==> src/hdl/fisher_yates_shuffle_engine_defines.svh <==
// Assertion macros shared by the shuffle engine modules.
// Depends on nothing; the user module provides the clock and reset signals.
`ifndef FISHER_YATES_SHUFFLE_ENGINE_DEFINES_SVH
`define FISHER_YATES_SHUFFLE_ENGINE_DEFINES_SVH
`ifndef NO_ASSERTIONS
// Checked property that is switched off while reset is high.
`define FYSE_ASSERT(lbl, prop) \
   lbl: assert property (@(posedge clock) disable iff (reset) prop) \
      else $error("fyse assertion failed");
// Checked property that also holds during reset.
`define FYSE_ASSERT_ALWAYS(lbl, prop) \
   lbl: assert property (@(posedge clock) prop) \
      else $error("fyse assertion failed");
`else
`define FYSE_ASSERT(lbl, prop)
`define FYSE_ASSERT_ALWAYS(lbl, prop)
`endif
`endif

==> src/hdl/fyse_pkg.sv <==
// Shared types and constants of the shuffle engine.
// No dependencies; used by the interfaces, the controller, the datapath and the top level.
package fyse_pkg;

   // Element store geometry.
   localparam int STORE_DEPTH   = 1024;
   localparam int ELEMENT_WIDTH = 32;
   localparam int ADDR_W        = $clog2(STORE_DEPTH);

   // Word field widths.
   localparam int CMD_W    = 2;
   localparam int IDX_W    = 10;
   localparam int VALUE_W  = 32;
   localparam int RANDOM_W = 64;
   localparam int STATUS_W = 2;
   localparam int COUNT_W  = 11;
   localparam int DIV_CNT_W = $clog2(RANDOM_W);

   // Command codes of a request word.
   typedef enum logic [CMD_W-1:0] {
      CMD_LOAD = 2'd0,
      CMD_STEP = 2'd1,
      CMD_READ = 2'd2
   } command_type;

   // Status codes of a response word.
   typedef enum logic [STATUS_W-1:0] {
      STAT_DONE    = 2'd0,
      STAT_SWAPPED = 2'd1,
      STAT_EQUAL   = 2'd2,
      STAT_NOTHING = 2'd3
   } status_code_type;

   // Controller states.
   typedef enum logic [2:0] {
      ST_IDLE,
      ST_LOAD,
      ST_READ,
      ST_DIVIDE,
      ST_SWAP_READ,
      ST_SWAP_POS,
      ST_SWAP_J,
      ST_RESPOND
   } state_type;

   // Commands from the controller to the datapath.
   typedef struct packed {
      logic            capture;
      logic            load_write;
      logic            div_step;
      logic            rd_en;
      logic            rd_sel_idx;
      logic            wr_swap_pos;
      logic            wr_swap_j;
      logic            pos_dec;
      logic            out_load;
      logic            out_read;
      status_code_type out_status;
   } dp_cmd_type;

   // Status from the datapath to the controller.
   typedef struct packed {
      logic nothing_to_do;
      logic div_last;
      logic j_eq_pos;
   } dp_status_type;

endpackage

==> src/hdl/fyse_controller.sv <==
// Sequencing state machine of the shuffle engine.
// Depends on fyse_pkg and the assertion macros; drives the datapath by command struct.
`include "fisher_yates_shuffle_engine_defines.svh"

module fyse_controller (
   input  logic                       clock,
   input  logic                       reset,
   input  logic                       req_valid,
   input  logic [fyse_pkg::CMD_W-1:0] req_command,
   output logic                       req_ready,
   output logic                       rsp_valid,
   input  logic                       rsp_ready,
   output fyse_pkg::dp_cmd_type       cmd,
   input  fyse_pkg::dp_status_type    status
);

   fyse_pkg::state_type       state_ff, state_in;
   fyse_pkg::status_code_type resp_status_ff, resp_status_in;
   logic                      resp_read_ff, resp_read_in;
   logic                      rsp_valid_ff, rsp_valid_in;

   // State and control registers.
   always_ff @(posedge clock) begin
      if (reset) begin
         state_ff       <= fyse_pkg::ST_IDLE;
         resp_status_ff <= fyse_pkg::STAT_DONE;
         resp_read_ff   <= 1'b0;
         rsp_valid_ff   <= 1'b0;
      end else begin
         state_ff       <= state_in;
         resp_status_ff <= resp_status_in;
         resp_read_ff   <= resp_read_in;
         rsp_valid_ff   <= rsp_valid_in;
      end
   end

   // Next state and datapath commands.
   always_comb begin
      state_in       = state_ff;
      resp_status_in = resp_status_ff;
      resp_read_in   = resp_read_ff;
      cmd            = '0;
      cmd.out_status = resp_status_ff;
      cmd.out_read   = resp_read_ff;
      req_ready      = 1'b0;

      unique case (state_ff)
         fyse_pkg::ST_IDLE: begin
            req_ready = 1'b1;
            if (req_valid) begin
               cmd.capture    = 1'b1;
               resp_status_in = fyse_pkg::STAT_DONE;
               resp_read_in   = 1'b0;
               unique case (req_command)
                  fyse_pkg::CMD_LOAD: state_in = fyse_pkg::ST_LOAD;
                  fyse_pkg::CMD_STEP: begin
                     if (status.nothing_to_do) begin
                        resp_status_in = fyse_pkg::STAT_NOTHING;
                        state_in       = fyse_pkg::ST_RESPOND;
                     end else begin
                        state_in = fyse_pkg::ST_DIVIDE;
                     end
                  end
                  fyse_pkg::CMD_READ: begin
                     resp_read_in = 1'b1;
                     state_in     = fyse_pkg::ST_READ;
                  end
                  default: state_in = fyse_pkg::ST_RESPOND;
               endcase
            end
         end
         fyse_pkg::ST_LOAD: begin
            cmd.load_write = 1'b1;
            state_in       = fyse_pkg::ST_RESPOND;
         end
         fyse_pkg::ST_READ: begin
            cmd.rd_en      = 1'b1;
            cmd.rd_sel_idx = 1'b1;
            state_in       = fyse_pkg::ST_RESPOND;
         end
         fyse_pkg::ST_DIVIDE: begin
            cmd.div_step = 1'b1;
            if (status.div_last) begin
               state_in = fyse_pkg::ST_SWAP_READ;
            end
         end
         fyse_pkg::ST_SWAP_READ: begin
            // Fetch both entries; an equal index needs no swap at all.
            cmd.rd_en = 1'b1;
            if (status.j_eq_pos) begin
               cmd.pos_dec    = 1'b1;
               resp_status_in = fyse_pkg::STAT_EQUAL;
               state_in       = fyse_pkg::ST_RESPOND;
            end else begin
               resp_status_in = fyse_pkg::STAT_SWAPPED;
               state_in       = fyse_pkg::ST_SWAP_POS;
            end
         end
         fyse_pkg::ST_SWAP_POS: begin
            cmd.wr_swap_pos = 1'b1;
            state_in        = fyse_pkg::ST_SWAP_J;
         end
         fyse_pkg::ST_SWAP_J: begin
            cmd.wr_swap_j = 1'b1;
            cmd.pos_dec   = 1'b1;
            state_in      = fyse_pkg::ST_RESPOND;
         end
         fyse_pkg::ST_RESPOND: begin
            // Wait until the output register is free.
            if (!rsp_valid_ff || rsp_ready) begin
               cmd.out_load = 1'b1;
               state_in     = fyse_pkg::ST_IDLE;
            end
         end
         default: state_in = fyse_pkg::ST_IDLE;
      endcase
   end

   // Response valid flag of the output register.
   always_comb begin
      if (cmd.out_load) begin
         rsp_valid_in = 1'b1;
      end else if (rsp_ready) begin
         rsp_valid_in = 1'b0;
      end else begin
         rsp_valid_in = rsp_valid_ff;
      end
   end

   assign rsp_valid = rsp_valid_ff;

   `FYSE_ASSERT(a_swap_follows_divide,
      state_ff == fyse_pkg::ST_SWAP_READ |->
      $past(state_ff) == fyse_pkg::ST_DIVIDE && $past(status.div_last))
   `FYSE_ASSERT(a_idle_step_skips,
      state_ff == fyse_pkg::ST_IDLE && req_valid &&
      req_command == fyse_pkg::CMD_STEP && status.nothing_to_do |=>
      state_ff == fyse_pkg::ST_RESPOND && resp_status_ff == fyse_pkg::STAT_NOTHING)
   `FYSE_ASSERT(a_load_only_when_free, cmd.out_load |-> !rsp_valid_ff || rsp_ready)

endmodule

==> config.mk <==
export PLATFORM = sky130hd
export DESIGN_NAME = fyse_controller
export DESIGN_NICKNAME = d
export VERILOG_FILES = /design/src/hdl/fyse_pkg.sv /design/src/hdl/fyse_controller.sv
export VERILOG_INCLUDE_DIRS = /design/src /design/src/hdl
export SDC_FILE = /design/constraint.sdc
export NUM_CORES = 1
export LEC_CHECK = 0
export ABC_CLOCK_PERIOD_IN_PS = 1820
export BUFFER_PORTS_ARGS = -buffer_cell sky130_fd_sc_hd__buf_2
export CORE_AREA = 2 2 39 41
export CTS_BUF_LIST = sky130_fd_sc_hd__clkbuf_8
export CTS_CLUSTER_SIZE = 8
export DETAILED_ROUTE_END_ITERATION = 6
export DIE_AREA = 0 0 41 43
export PLACE_DENSITY = 0.65
export SLEW_MARGIN = 10
export SYNTH_ARGS = -nofsm -noshare
export SYNTH_HDL_FRONTEND = slang
export SYNTH_SLANG_ARGS = --single-unit
==> constraint.sdc <==
create_clock -name clock -period 1.82 [get_ports clock]
set_input_delay 0.091 -clock clock [delete_from_list [all_inputs] [get_ports clock]]
set_output_delay 0.091 -clock clock [all_outputs]
set_load 0.02 [all_outputs]
* Word level (Yosys, flattened, before mapping) *
Index checks and enable logic that the tools add are counted.
W data, S select, Z words.

cells by class
  reduce and logical (&&, ||, !) cells = 11
  equality and inequality tests = 12
  mux-type cells = 28

operator list
  kind                  count
  $pmux W3 S6           1
  $mux W1               15
  $eq A3 B3 Y1 const B  4
  $mux W3               4
  $mux W2               5
  $pmux W3 S3           1
  $eq A3 B2 Y1 const B  2
  $ne A2 B2 Y1 const B  3
  $pmux W2 S2           1
  $reduce_and A2 Y1     2
  $reduce_bool A2 Y1    2
  $eq A3 B1 Y1 const B  1
  $logic_not A3 Y1      1
  $reduce_and A3 Y1     1
  $reduce_or A3 Y1      1
  $eq A2 B1 Y1 const B  1
  $eq A2 B2 Y1 const B  1
  $logic_not A2 Y1      1
  $pmux W1 S2           1
  $reduce_or A2 Y1      1
  $logic_not A1 Y1      1
  $logic_or A1 B1 Y1    1

storage, ports and cells
  register bits = 7
  logic and storage cells = 55

* Depth between registers and ports, before layout *
Gate-level depths: netlist of the first run.

  word-level depth = 5
  depth in mapped cells = 5
  depth with buffers taken out = 3

* Worst setup path after synthesis of the first run *
No wires, ideal clock.

  path kind = register -> register
  start = reg state_ff[2]
  end = reg resp_read_ff
  path slack = 0.128 ns
  arrival time = 1.575 ns
  buffers on the path = 1
  clock period less this slack = 1.692 ns
  required time = 1.703 ns
  stages on the path, launching flop included = 5
  path through = dfxtp_1 buf_4 nor4b_1 nand2b_1 a21oi_1

on the way
  longest elaborated chain between the ends = 2

ends and longest elaborated chain
  what                                line                   source
  from (decl)                         fyse_controller.sv:17  fyse_pkg::state_type state_ff, state_in;
  from (signal assigned)              fyse_controller.sv:25  state_ff <= fyse_pkg::ST_IDLE;
  from (signal assigned)              fyse_controller.sv:30  state_ff <= state_in;
  $logic_not A3 Y1                    fyse_controller.sv:47  unique case (state_ff)
  $reduce_and A2 Y1 (no source line)  --
  to (signal assigned)                fyse_controller.sv:32  resp_read_ff <= resp_read_in;
  to (decl)                           fyse_controller.sv:19  logic resp_read_ff, resp_read_in;

No other way between the ends.
A chain may end at the register's enable or synchronous reset.

==> results of run 1 <==
## worst paths after layout
| kind | start | to | slack [ps] |
|---|---|---|---|
| setup / recovery | state_ff[1] | cmd[11] | 350 |
| hold / removal | reset | resp_read_ff | 110 |
| setup reg to reg | state_ff[1] | resp_status_ff[1] | 380 |
| hold reg to reg | resp_read_ff | resp_read_ff | 470 |
## synthesized netlist by cell type
cell type | n | share of area
nand2b_1 | 2 | 0.026
buf_2 | 3 | 0.031
or4_1 | 1 | 0.016
xnor2_1 | 1 | 0.018
and3b_1 | 3 | 0.055
a211o_1 | 1 | 0.018
nor4b_1 | 1 | 0.018
a21oi_1 | 6 | 0.063
a211oi_1 | 1 | 0.016
buf_4 | 3 | 0.047
or3b_2 | 1 | 0.018
and2_1 | 1 | 0.013
dfxtp_1 | 7 | 0.29
nand2_1 | 3 | 0.023
a311oi_1 | 1 | 0.018
or2_2 | 1 | 0.013
mux2i_1 | 1 | 0.021
nor2_1 | 4 | 0.031
nand3_1 | 1 | 0.010
or4b_1 | 2 | 0.042
a41o_1 | 1 | 0.021
o211ai_1 | 2 | 0.031
inv_1 | 1 | 0.0078
nand3b_1 | 1 | 0.016
nor3_1 | 2 | 0.021
o41ai_1 | 1 | 0.018
nor2b_1 | 2 | 0.026
o21ai_0 | 2 | 0.021
nor3b_1 | 3 | 0.047
## worst register-to-register path, cell delays in order (launching register included)
cell and delay, ps:
dfxtp_1 440, or3b_2 550, mux2i_1 130, a211oi_1 230
## sequential cells by signal, indices dropped and copies added (netlist names)
register        cells
resp_status_ff      2
rsp_valid           1
state_ff            3
resp_read_ff        1
## kinds of logic (layout without fill, tap and decap cells)
logic type | after synthesis | after routing | share of synthesized area
AOI/OAI and AO/OA | 15 | 15 | 0.206
xor gates and xnor gates | 1 | 1 | 0.0183
buffers and inverters | 7 | 28 | 0.0861
DFF | 7 | 7 | 0.292
muxes | 1 | 1 | 0.0209
and+or+nand+nor | 28 | 28 | 0.376
## layout make-up
cell class                      count  area, µm²
Clock buffer                        3       41.3
Clock inverter                      1       3.75
Fill cell                         146        759
Inverter                            1       3.75
Multi-Input combinational cell     45        298
Sequential cell                     7        140
Tap cell                           16       20.0
Timing Repair Buffer               23        118
## through the flow
step,instance area [µm²],cells,hold slack [ps]
floorplan,479,59,160
detailed placement,579,92,349
CTS,624,96,109
finish,624,96,113
global route,624,96,123
global placement,579,92,345
## metal layers
metal  track usage  share of wire  vias to the layer above
li1              -              -                      261
met4        0.0600          0.017                        0
met5             0              0                        -
met3        0.0942          0.049                        2
met1         0.158           0.39                      237
met2         0.231           0.54                       10
## where the power goes
group | internal, mW | total, mW | switching, mW
clock | 0.146 | 0.211 | 0.0654
sequential | 0.179 | 0.228 | 0.0486
combinational | 0.109 | 0.252 | 0.143
==> flow_summary.yaml, run 1 <==
synth:
  synth_nets: 68
  ys_types: 29
  yosysSeqAreaShare: 0.292
  ys_warn_count: 0
  syn_area_um2: 479
  syn_inst: 59
  yosys_register_bits: 7
  postSynthAreaPerCell_um2: 8.12
critical_path:
  max_stage_delay_ps: 470
  crit_path_start_kind: "flop"
  crit_slowest_cell: "nor4b_1"
  crit_chain: "nor4b_1, buf_2"
  worst-r2r-cell-count: 3
  cp_top_family: "simple AND/OR/NAND/NOR gates"
  path_max_fanout: 17
  cp_data_arrival_time_ps: 1380
  crit_required_ps: 1730
  critical_path_class: "reg -> out"
  critPathCaptureType: "output pin"
  crit_cells: 2
  worst-path-buf-inv: 1
finish:
  final_cell_mix: "22 x buf_2, 7 x dfxtp_1, 6 x a21oi_1, 4 x nor2_1"
  layout_commonest_cell: "buf_2"
  drive_above_1_share: 0.350
  fin_nets: 90
  antenna_cells: 0
  area_delta_synth_final_pct: 30.3
  fin_util: 0.451
timing:
  clock.fmax_mhz: 679
  rsz0062_at_grt: "false"
  tns_ps: 0
  relSlewSlack: 0.689
  clock_skew_ps: 3.32
  drv_slew: 0
  fin_crit_ps: 1470
  timing.final.ws_setup_ps: 347
  setup_viol: 0
  tightest_slew_ps: 465
  hold_viol: 0
  period_share: 0.809
placed_design:
  dpl_worst_slack_ps: 419
  numPortBuffers: 22
  hpwl_um: 798
  gp_congestion: 0.759
floorplanning:
  dieArea_um2: 1760
  initial_utilization: 0.346
  die_width_um: 41
  die_h_um: 43
  rows: 14
  core-area_um2: 1380
  num_io_pins: 23
global_routing:
  grt_pass1_vias: 427
  grt_max_degree: 18
  grt_pass1_wl_mm: 1.75
  grt_usage: 0.151
  antenna_found_initial: 0
  overflow: 0
pwr:
  total_power_mw: 0.691
  p_per_area_nw_per_um2: 1110
  leakage_nw: 0.299
  irDropWorstVdd_v: 0.000456
detailed_routing:
  drt_iter0_markers: 7
  wire_per_inst_um: 10.9
  first_pass_iters: 5
  wl_mm: 1.04
  vias: 510
  avgViaCountPerCell: 5.31
  drc: 0
  ant_nets: 0
worst_hold_path:
  hp-class: "in -> reg"
  hold-path-cell-count: 2
outcome:
  status: "completed"
clocking:
  cts_sinks: 7
  post_cts_buffers: 0
  clk_pin_slew_ps: 40
  clock_latency_ps: 230
  cts_tree: "yes"
  cts-hold-fix-buffers: 0
  cts-root-buf: "clkbuf_8"
  cts_max_level: 1
  cts_buffers: 3
  clockBufferDepth: 2
  postCtsResizedCells: 0
flow_run:
  cap_violations: 0
Power figures use the tool's default switching activity.
==> run 2, diff against run 1 <==
--- a/config.mk
+++ b/config.mk
@@ -6,7 +6,7 @@
 export SDC_FILE = /design/constraint.sdc
 export NUM_CORES = 1
 export LEC_CHECK = 0
-export ABC_CLOCK_PERIOD_IN_PS = 1820
+export ABC_CLOCK_PERIOD_IN_PS = 1390
 export BUFFER_PORTS_ARGS = -buffer_cell sky130_fd_sc_hd__buf_2
 export CORE_AREA = 2 2 39 41
 export CTS_BUF_LIST = sky130_fd_sc_hd__clkbuf_8
==> constraint.sdc (replaced) <==
create_clock -name clock -period 1.39 [get_ports clock]
set_input_delay 0.0695 -clock clock [delete_from_list [all_inputs] [get_ports clock]]
set_output_delay 0.0695 -clock clock [all_outputs]
set_load 0.02 [all_outputs]
==> flow_summary.yaml, run 2 (same netlist as run 1, synthesis figures left out) <==
pwr:
  leakage_nw: 0.342
  p_per_area_nw_per_um2: 1420
  irDropWorstVdd_v: 0.000837
timing:
  clock_skew_ps: 1.07
  clock.fmax_mhz: 768
  setup_viol: 0
  whs_ps: 91.5
  tightest_slew_ps: 391
  timing.final.ws_setup_ps: 88.0
  rsz0062_at_grt: "false"
  fin_crit_ps: 1300
  tns_ps: 0
  period_share: 0.937
  hold_viol: 0
  relSlewSlack: 0.736
  drv_slew: 0
finish:
  final_cell_mix: "22 x buf_2, 8 x buf_4, 6 x a21oi_1, 4 x nor2_1, 4 x dfxtp_1"
  largest_reg_flops: 3
  layout_commonest_cell: "buf_2"
  antenna_cells: 0
  area_delta_synth_final_pct: 46.2
  drive_above_1_share: 0.460
  top_register: "state_ff"
  fin_nets: 97
  fill_cells: 147
  top_regs: "state_ff (3), resp_status_ff (2)"
critical_path:
  critical_path_class: "reg -> out"
  timing.rr.start: "state_ff[1]"
  max_stage_delay_ps: 360
  path_max_fanout: 11
  critPathCaptureType: "output pin"
  rrSetupSlack_ps: 110
  crit_path_start_kind: "flop"
  cp_data_arrival_time_ps: 1230
  crit_required_ps: 1320
  crit_slowest_cell: "dfxtp_2"
  crit_chain: "buf_4, nor4b_4, buf_2"
  reg2reg_to: "resp_status_ff[1]"
  worst-r2r-cell-count: 3
clocking:
  clock_latency_ps: 230
  clockBufferDepth: 2
  cts-root-buf: "clkbuf_8"
  cts-hold-fix-buffers: 0
  post_cts_buffers: 0
  cts_sinks: 7
  cts_tree: "yes"
  clk_pin_slew_ps: 40
  cts_max_level: 1
  cts_buffers: 3
global_routing:
  grt_usage: 0.152
  overflow: 0
  antenna_found_initial: 0
  grt_pass1_vias: 419
  grt_max_degree: 12
  grt_pass1_wl_mm: 1.73
floorplanning:
  dieArea_um2: 1760
  initial_utilization: 0.346
  num_io_pins: 23
  die_h_um: 43
  core-area_um2: 1380
  die_width_um: 41
  rows: 14
worst_hold_path:
  hold-path-cell-count: 2
  min_from: "reset"
  hp-class: "in -> reg"
  hold_end: "resp_read_ff"
detailed_routing:
  drc: 0
  avgViaCountPerCell: 5.23
  wire_per_inst_um: 11.5
  first_pass_iters: 2
  drt_iter0_markers: 4
  vias: 539
  ant_nets: 0
  wl_mm: 1.19
placed_design:
  dpl_worst_slack_ps: 68.0
  hpwl_um: 912
  gp_congestion: 0.732
  numPortBuffers: 22
flow_run:
  cap_violations: 0
outcome:
  status: "completed"
run 2: cell count changes in the layout (fill, tap and decap cells not counted):
cell     change
nor3_1       -1
dfxtp_2      +3
nor4b_1      -1
dfxtp_1      -3
buf_4        +7
nor4b_4      +1
nor3_2       +1
run 2: stage by stage:
step	util	instance area, µm²	power [mW]	cells
floorplan	-	490	0.554	59
global placement	0.465	643	0.695	99
detailed placement	0.465	643	0.702	99
CTS	0.504	697	1.00	103
global route	0.506	701	1.06	103
finish	0.506	701	0.995	103
run 2: cell type report:
class / instances / area, µm² / area share
clock buffers: 3 / 41.3 / 0.0589
clock inverters: 1 / 3.75 / 0.00536
inverters: 1 / 3.75 / 0.00536
multi-input cells: 45 / 318 / 0.454
flip-flops and latches: 7 / 144 / 0.205
well taps: 16 / 20.0 / 0.0286
repair buffers: 30 / 170 / 0.243
run 2: worst max path at each step:
stage	slack, ps	depth (start not counted)	from	to
final	90	3	state_ff[1]	cmd[11]
after global routing	20	3	state_ff[2]	cmd[11]
after CTS	7	4	state_ff[1]	cmd[4]
after detailed placement	70	3	state_ff[2]	resp_status_ff[1]
after global placement	80	3	state_ff[2]	resp_status_ff[1]
after floorplan	40	4	state_ff[2]	resp_read_ff
run 2: report_power, final:
group / internal, mW / switching (mW) / total (mW) / leakage [nW]
clock: 0.191 / 0.0902 / 0.281 / 0.0269
sequential: 0.239 / 0.0413 / 0.280 / 0.0584
combinational: 0.198 / 0.235 / 0.434 / 0.257
total: 0.628 / 0.367 / 0.995 / 0.342
run 2: per-layer routing:
layer  up-vias  global-route usage  wire length, µm
li1        273                   -                -
met1       249               0.163              513
met2        15               0.231              589
met3         2              0.0942               76
met4         0              0.0600                6
met5         -                   0                0
run 2: repair_timing:
action / CTS / global route
gates cloned: 0 / 0
endpoints found under the hold margin: 0 / 0
resized for setup: 1 / 3
pin swaps: 0 / 0
setup endpoints to repair: 1 / 7
run 2: worst max-delay path, delay by kind of cell, from the launching register on:
family | cells | cell delay (ps)
buffers and inverters | 2 | 370
flip-flops | 1 | 360
AND/OR/NAND/NOR | 1 | 280
